--- src/sv/lpm_pkg.sv ---
// shared types and constants for the longest prefix match table
package lpm_pkg;

    localparam int unsigned ADDR_W = 32;
    localparam int unsigned SLOT_W = 4;

    typedef logic [ADDR_W-1:0] addr_t;
    typedef logic [SLOT_W-1:0] slot_t;

    typedef enum logic {
        MODE_WRITE  = 1'b0,
        MODE_LOOKUP = 1'b1
    } mode_t;

    typedef struct packed {
        logic  valid;
        addr_t prefix;
        addr_t mask;
    } lpm_entry_t;

endpackage

--- src/sv/lpm_store.sv ---
// prefix and mask memory with per-slot valid flags and a registered read port
module lpm_store
    import lpm_pkg::*;
#(
    parameter int unsigned ENTRIES = 16,
    localparam int unsigned IDX_W = (ENTRIES > 1) ? $clog2(ENTRIES) : 1
) (
    input  logic             aclk,
    input  logic             aresetn,
    input  logic             wr_en,
    input  logic [IDX_W-1:0] wr_addr,
    input  lpm_entry_t       wr_entry,
    input  logic             rd_en,
    input  logic [IDX_W-1:0] rd_addr,
    output lpm_entry_t       rd_entry
);

    addr_t               prefix_mem [ENTRIES];
    addr_t               mask_mem   [ENTRIES];
    logic  [ENTRIES-1:0] valid_reg;
    lpm_entry_t          rd_entry_reg;

    always_ff @(posedge aclk) begin
        if (!aresetn) begin
            valid_reg <= '0;
        end else if (wr_en) begin
            valid_reg[wr_addr] <= wr_entry.valid;
        end
    end

    always_ff @(posedge aclk) begin
        if (wr_en) begin
            prefix_mem[wr_addr] <= wr_entry.prefix;
            mask_mem[wr_addr]   <= wr_entry.mask;
        end
    end

    always_ff @(posedge aclk) begin
        if (rd_en) begin
            rd_entry_reg.valid  <= valid_reg[rd_addr];
            rd_entry_reg.prefix <= prefix_mem[rd_addr];
            rd_entry_reg.mask   <= mask_mem[rd_addr];
        end
    end

    assign rd_entry = rd_entry_reg;

endmodule

--- src/sv/longest_prefix_match_table.sv ---
// longest prefix match routing table, top level with scan sequencer and compare unit
// a table write is taken on the input transfer and gives no transfer on the result side
// a lookup walks every slot through one compare unit, one slot per cycle
// lookup result is registered from ST_HOLD after the ST_SCAN and ST_LAST states
// ST_HOLD waits while a result is pending, and a new input is taken only in ST_IDLE
// reset clears all valid flags at once, no clearing pass, prefix and mask memory not reset
module longest_prefix_match_table
    import lpm_pkg::*;
#(
    parameter int unsigned TABLE_ENTRIES = 16
) (
    input  logic        aclk,
    input  logic        aresetn,
    input  logic        s_valid,
    output logic        s_ready,
    input  logic        s_mode,
    input  logic [3:0]  s_entry_slot,
    input  logic [31:0] s_entry_prefix,
    input  logic [31:0] s_entry_mask,
    input  logic        s_entry_enable,
    input  logic [31:0] s_lookup_address,
    output logic        m_valid,
    input  logic        m_ready,
    output logic        m_hit,
    output logic [3:0]  m_match_slot,
    output logic [31:0] m_match_mask
);

    localparam int unsigned IDX_W = (TABLE_ENTRIES > 1) ? $clog2(TABLE_ENTRIES) : 1;
    localparam logic [IDX_W-1:0] LAST_IDX = IDX_W'(TABLE_ENTRIES - 1);

    typedef enum logic [1:0] {
        ST_IDLE,
        ST_SCAN,
        ST_LAST,
        ST_HOLD
    } state_t;

    state_t             state_reg, state_next;
    logic [IDX_W-1:0]   scan_idx_reg, scan_idx_next;
    logic [IDX_W-1:0]   cmp_idx_reg, cmp_idx_next;
    logic               cmp_vld_reg, cmp_vld_next;
    addr_t              addr_reg, addr_next;
    logic               found_reg, found_next;
    logic [IDX_W-1:0]   best_slot_reg, best_slot_next;
    addr_t              best_mask_reg, best_mask_next;
    logic               m_valid_reg, m_valid_next;
    logic               m_hit_reg, m_hit_next;
    slot_t              m_slot_reg, m_slot_next;
    addr_t              m_mask_reg, m_mask_next;

    logic               in_xfer;
    logic               wr_en;
    logic [IDX_W-1:0]   wr_addr;
    lpm_entry_t         wr_entry;
    logic               rd_en;
    lpm_entry_t         rd_entry;
    logic               entry_match;
    logic               entry_better;
    logic               out_free;

    assign s_ready  = (state_reg == ST_IDLE);
    assign in_xfer  = s_valid && s_ready;
    assign wr_en    = in_xfer && (s_mode == MODE_WRITE)
                      && (9'(s_entry_slot) < 9'(TABLE_ENTRIES));
    assign wr_addr  = IDX_W'(s_entry_slot);
    assign wr_entry = '{valid: s_entry_enable, prefix: s_entry_prefix, mask: s_entry_mask};
    assign rd_en    = (state_reg == ST_SCAN);
    assign out_free = !m_valid_reg || m_ready;

    lpm_store #(
        .ENTRIES (TABLE_ENTRIES)
    ) u_store (
        .aclk     (aclk),
        .aresetn  (aresetn),
        .wr_en    (wr_en),
        .wr_addr  (wr_addr),
        .wr_entry (wr_entry),
        .rd_en    (rd_en),
        .rd_addr  (scan_idx_reg),
        .rd_entry (rd_entry)
    );

    // shared compare unit
    assign entry_match  = cmp_vld_reg && rd_entry.valid
                          && (((rd_entry.prefix ^ addr_reg) & rd_entry.mask) == '0);
    assign entry_better = entry_match && (!found_reg || (rd_entry.mask > best_mask_reg));

    always_comb begin
        state_next     = state_reg;
        scan_idx_next  = scan_idx_reg;
        cmp_idx_next   = cmp_idx_reg;
        cmp_vld_next   = 1'b0;
        addr_next      = addr_reg;
        found_next     = found_reg;
        best_slot_next = best_slot_reg;
        best_mask_next = best_mask_reg;
        m_valid_next   = m_valid_reg && !m_ready;
        m_hit_next     = m_hit_reg;
        m_slot_next    = m_slot_reg;
        m_mask_next    = m_mask_reg;

        if (entry_better) begin
            found_next     = 1'b1;
            best_slot_next = cmp_idx_reg;
            best_mask_next = rd_entry.mask;
        end

        unique case (state_reg)
            ST_IDLE: begin
                if (in_xfer && (s_mode == MODE_LOOKUP)) begin
                    addr_next      = s_lookup_address;
                    scan_idx_next  = '0;
                    found_next     = 1'b0;
                    best_slot_next = '0;
                    best_mask_next = '0;
                    state_next     = ST_SCAN;
                end
            end
            ST_SCAN: begin
                cmp_vld_next = 1'b1;
                cmp_idx_next = scan_idx_reg;
                if (scan_idx_reg == LAST_IDX) begin
                    state_next = ST_LAST;
                end else begin
                    scan_idx_next = scan_idx_reg + 1'b1;
                end
            end
            ST_LAST: begin
                state_next = ST_HOLD;
            end
            ST_HOLD: begin
                if (out_free) begin
                    m_valid_next = 1'b1;
                    m_hit_next   = found_reg;
                    m_slot_next  = SLOT_W'(best_slot_reg);
                    m_mask_next  = best_mask_reg;
                    state_next   = ST_IDLE;
                end
            end
            default: begin
                state_next = ST_IDLE;
            end
        endcase
    end

    always_ff @(posedge aclk) begin
        if (!aresetn) begin
            state_reg   <= ST_IDLE;
            cmp_vld_reg <= 1'b0;
            m_valid_reg <= 1'b0;
        end else begin
            state_reg   <= state_next;
            cmp_vld_reg <= cmp_vld_next;
            m_valid_reg <= m_valid_next;
        end
        scan_idx_reg  <= scan_idx_next;
        cmp_idx_reg   <= cmp_idx_next;
        addr_reg      <= addr_next;
        found_reg     <= found_next;
        best_slot_reg <= best_slot_next;
        best_mask_reg <= best_mask_next;
        m_hit_reg     <= m_hit_next;
        m_slot_reg    <= m_slot_next;
        m_mask_reg    <= m_mask_next;
    end

    assign m_valid      = m_valid_reg;
    assign m_hit        = m_hit_reg;
    assign m_match_slot = m_slot_reg;
    assign m_match_mask = m_mask_reg;

`ifndef SYNTHESIS
    a_idle_no_compare: assert property (@(posedge aclk) disable iff (!aresetn)
        s_ready |-> !cmp_vld_reg)
        else $error("compare pending while idle");

    a_lookup_starts_scan: assert property (@(posedge aclk) disable iff (!aresetn)
        (in_xfer && (s_mode == MODE_LOOKUP)) |=> (state_reg == ST_SCAN) && (scan_idx_reg == '0))
        else $error("lookup did not start scan at slot zero");

    a_last_compare: assert property (@(posedge aclk) disable iff (!aresetn)
        (state_reg == ST_LAST) |-> cmp_vld_reg ##1 (state_reg == ST_HOLD))
        else $error("final slot compare out of sequence");

    a_miss_zero: assert property (@(posedge aclk) disable iff (!aresetn)
        (m_valid && !m_hit) |-> (m_match_slot == '0) && (m_match_mask == '0))
        else $error("miss result carries nonzero slot or mask");

    a_no_overwrite: assert property (@(posedge aclk) disable iff (!aresetn)
        (m_valid && !m_ready) |=> m_valid && $stable(m_match_mask) && $stable(m_match_slot))
        else $error("pending result overwritten");
`endif

endmodule
--- config.mk ---
export PLATFORM = sky130hd
export DESIGN_NAME = longest_prefix_match_table
export DESIGN_NICKNAME = d
export VERILOG_FILES = /design/src/sv/lpm_pkg.sv /design/src/sv/lpm_store.sv /design/src/sv/longest_prefix_match_table.sv
export SDC_FILE = /design/constraint.sdc
export NUM_CORES = 1
export LEC_CHECK = 0
export BUFFER_PORTS_ARGS = -buffer_cell sky130_fd_sc_hd__clkbuf_2
export CORE_ASPECT_RATIO = 0.7
export CORE_MARGIN = 5
export CORE_UTILIZATION = 45
export CTS_BUF_LIST = sky130_fd_sc_hd__clkbuf_4
export DETAILED_ROUTE_END_ITERATION = 10
export GPL_TIMING_DRIVEN = 1
export PLACE_DENSITY = 0.59
export SYNTH_ARGS = -nofsm -noshare
export SYNTH_HDL_FRONTEND = slang
export SYNTH_SLANG_ARGS = --single-unit
--- constraint.sdc ---
create_clock -name aclk -period 8.6 [get_ports aclk]
set_input_delay 0.43 -clock aclk [delete_from_list [all_inputs] [get_ports aclk]]
set_output_delay 0.43 -clock aclk [all_outputs]
set_load 0.02 [all_outputs]
==> reports/qor.yml <==
initial_utilization_pct: 45.4
hold_path_class: "primary input to register"
final_cell_mix: "1166 x edfxtp_1, 439 x clkbuf_4, 325 x mux4_2"
post_cts_buffers: 0
cp.required_ns: 9.35
grt_max_degree: 150
area_delta_synth_final_pct: 16.2
p_sw_share_pct: 28.0
dr.first_iter.drc_count: 2132
path_buf_inv: 4
ff_latch_area_um2: 36200
max_clock_freq_ghz: 0.251
clock_latency_ns: 1.17
ys_async_sr_fraction_pct: 0
die_w_um: 394
clockBufferDepth: 4
worstMarginPinSlew_ns: 1.11
path_cells: "inv_1 > ha_1 > nand2_1 > nor2_1 > nand3b_1 > dlygate4sd3_1 > nor2_4 > buf_4 > buf_4"
pwr-share-clk_pct: 30.0
cpPeakStageDelay_ns: 0.73
synth_seq_cells: 1223
syn_avg_cell_area_um2: 23.1
hp-start: "s_valid"
whs_endpoint: "u_store.valid_reg[5]"
portBuffers: 144
die_y_um: 279
sequentialPowerShare_pct: 46.6
cts_tree: "yes"
htree_levels: 5
ys_seq_area_share_pct: 77.8
crit_top_cell: "buf_4"
netlist_area_um2: 46400
final-hold-violation-count: 0
finalCritPeriodShare_pct: 46.3
post-dp-hpwl_um: 60400
place_inst: 3462
rr_startpoint: "state_reg[1]"
grt_pass1_vias: 24413
power.net_switching_mw: 4.31
dr.pass1.iters: 5
status: "finished, final reports clean"
power_frac_comb_pct: 23.4
gp_congestion: 0.754
row_count: 98
min_period_ns: 3.98
ir_worst_vdd_mv: 0.404
grt_pass1_wl_um: 164000
route.detailed.drc: 0
rsz0062_at_grt: "false"
via_per_inst: 5.57
grt_remaining_overflow: 0
power_density_nw_per_um2: 286
dieArea_um2: 110000
wl_um: 113000
synth_flop_cell: "edfxtp_1"
start_kind: "register"
root_buffer: "clkbuf_4"
p_leak_nw: 17.6
drive_gt1_share_pct: 35.6
core_area_um2: 102000
maxCapViolations: 0
clk_pin_slew_ns: 0.07
multi_input_area_um2: 9890
cts_sinks: 1223
crit_arrival_ns: 4.74
worst_setup_path_end_kind: "register"
min_path_cells: 6
yosys_warnings: 0
track_usage_pct: 20.7
final_cells: 4117
synth_cell_type_count: 47
r2r-end: "u_store.mask_mem[7][11]"
critPathKind: "register to register"
final_nets: 2708
drv_slew: 0
grt_antenna_before_repair: 6
syn_inst: 2015
cts_buffers: 309
final_antenna_net_count: 0
rr_worst_depth: 9
hold-worst-slack_ns: 0.213
p_int_mw: 11.1
power_mw: 15.4
path_delay_family: "buffers and inverters"
io_pins: 145
crit_fanout: 33
skew_ns: 0.0792
wl_per_cell_um: 27.3
finalSetupViolCount: 0
crit_slowest_cell: "dlygate4sd3_1"
finalSetupTns_ns: 0
layout_commonest_cell: "edfxtp_1"
n_fill_cell: 8038
r2r_setup_slack_ns: 4.62
dr_total_vias: 22924
syn_nets: 2158
relSlewSlack_pct: 26.2
synth-edff-count: 1166
metrics by stage:
stage | area, um^2 | utilization [%] | setup WS [ns]
2_1_floorplan | 46400 | - | 2.31
3_3_place_gp | 48900 | 47.8 | 4.91
3_5_place_dp | 48900 | 47.8 | 4.90
4_1_cts | 54000 | 52.8 | 4.63
5_1_grt | 54000 | 52.8 | 4.44
6_report | 54000 | 52.8 | 4.62
Yosys cell counts (3+ instances only):
master | number | share of area, %
nor3_1 | 6 | 0.065
nand2_1 | 96 | 0.78
nand4_1 | 7 | 0.094
buf_1 | 8 | 0.065
inv_1 | 36 | 0.29
a21oi_1 | 11 | 0.12
buf_12 | 3 | 0.13
mux4_2 | 325 | 16
and4_1 | 5 | 0.094
nor2_1 | 19 | 0.15
o21ai_0 | 12 | 0.13
edfxtp_1 | 1166 | 75
nand2b_1 | 3 | 0.040
xor2_1 | 33 | 0.62
a21boi_0 | 12 | 0.19
buf_2 | 31 | 0.33
a22oi_1 | 15 | 0.24
mux2i_1 | 41 | 0.88
ha_1 | 37 | 1.0
a21o_1 | 3 | 0.048
nor2b_1 | 9 | 0.12
clkbuf_1 | 45 | 0.36
nand3_1 | 7 | 0.075
dfxtp_1 | 57 | 2.5
kinds of logic after synthesis:
logic type / share of synthesized area (%)
multiplexers: 16.6
buffers and inverters: 1.21
adder cells (fa/ha/maj): 0.997
XOR/XNOR: 0.641
flip-flops: 77.8
AND/OR/NAND/NOR: 1.59
AO/OA/AOI/OAI: 1.08
power by group through the flow:
stage          Clock (mW)  Combinational, mW  Sequential (mW)
2_1_floorplan           0               2.64             7.15
3_3_place_gp            0               3.56             7.31
3_5_place_dp            0               3.63             7.31
4_1_cts              4.76               3.69             7.18
5_1_grt              5.10               3.89             7.19
6_report             4.62               3.61             7.18
final cells by class:
class                      count  share of cell area (%)
sequential                  1223                    67.0
multi-input combinational    668                    18.3
clock buffer                 439                    6.11
timing repair buffer         327                    4.61
tap                         1350                    3.13
clock inverter                71                   0.603
inverter                      36                   0.250
antenna                        3                  0.0139
worst max-delay path by stage:
stage                     depth (start not counted)                         to         start
after global placement                            7  u_store.prefix_mem[6][19]  state_reg[1]
after floorplan                                   8       u_store.valid_reg[0]  state_reg[0]
after CTS                                         9  u_store.prefix_mem[7][10]  state_reg[1]
after detailed placement                          7  u_store.prefix_mem[6][19]  state_reg[1]
final                                             9    u_store.mask_mem[7][11]  state_reg[1]
after global routing                              9   u_store.prefix_mem[7][9]  state_reg[1]
layer usage:
metal  wire, um  global-route usage [%]
met5         25                       0
met2      53400                    32.3
met4       2060                    6.49
met3       8350                    4.41
met1      48700                    29.7
worst min-delay path, cell delays in order:
cell	delay (ns)
clkbuf_2	0.11
nand2_1	0.09
nor2_1	0.06
nand3b_1	0.31
o21ai_0	0.14
a21boi_0	0.16
repair_timing:
item                      4_1_cts  5_1_grt
hold endpoints to repair     1137        0
hold buffers                  142        0
gates resized for setup         0        0
Note: power is estimated with default switching activity, not from simulation.
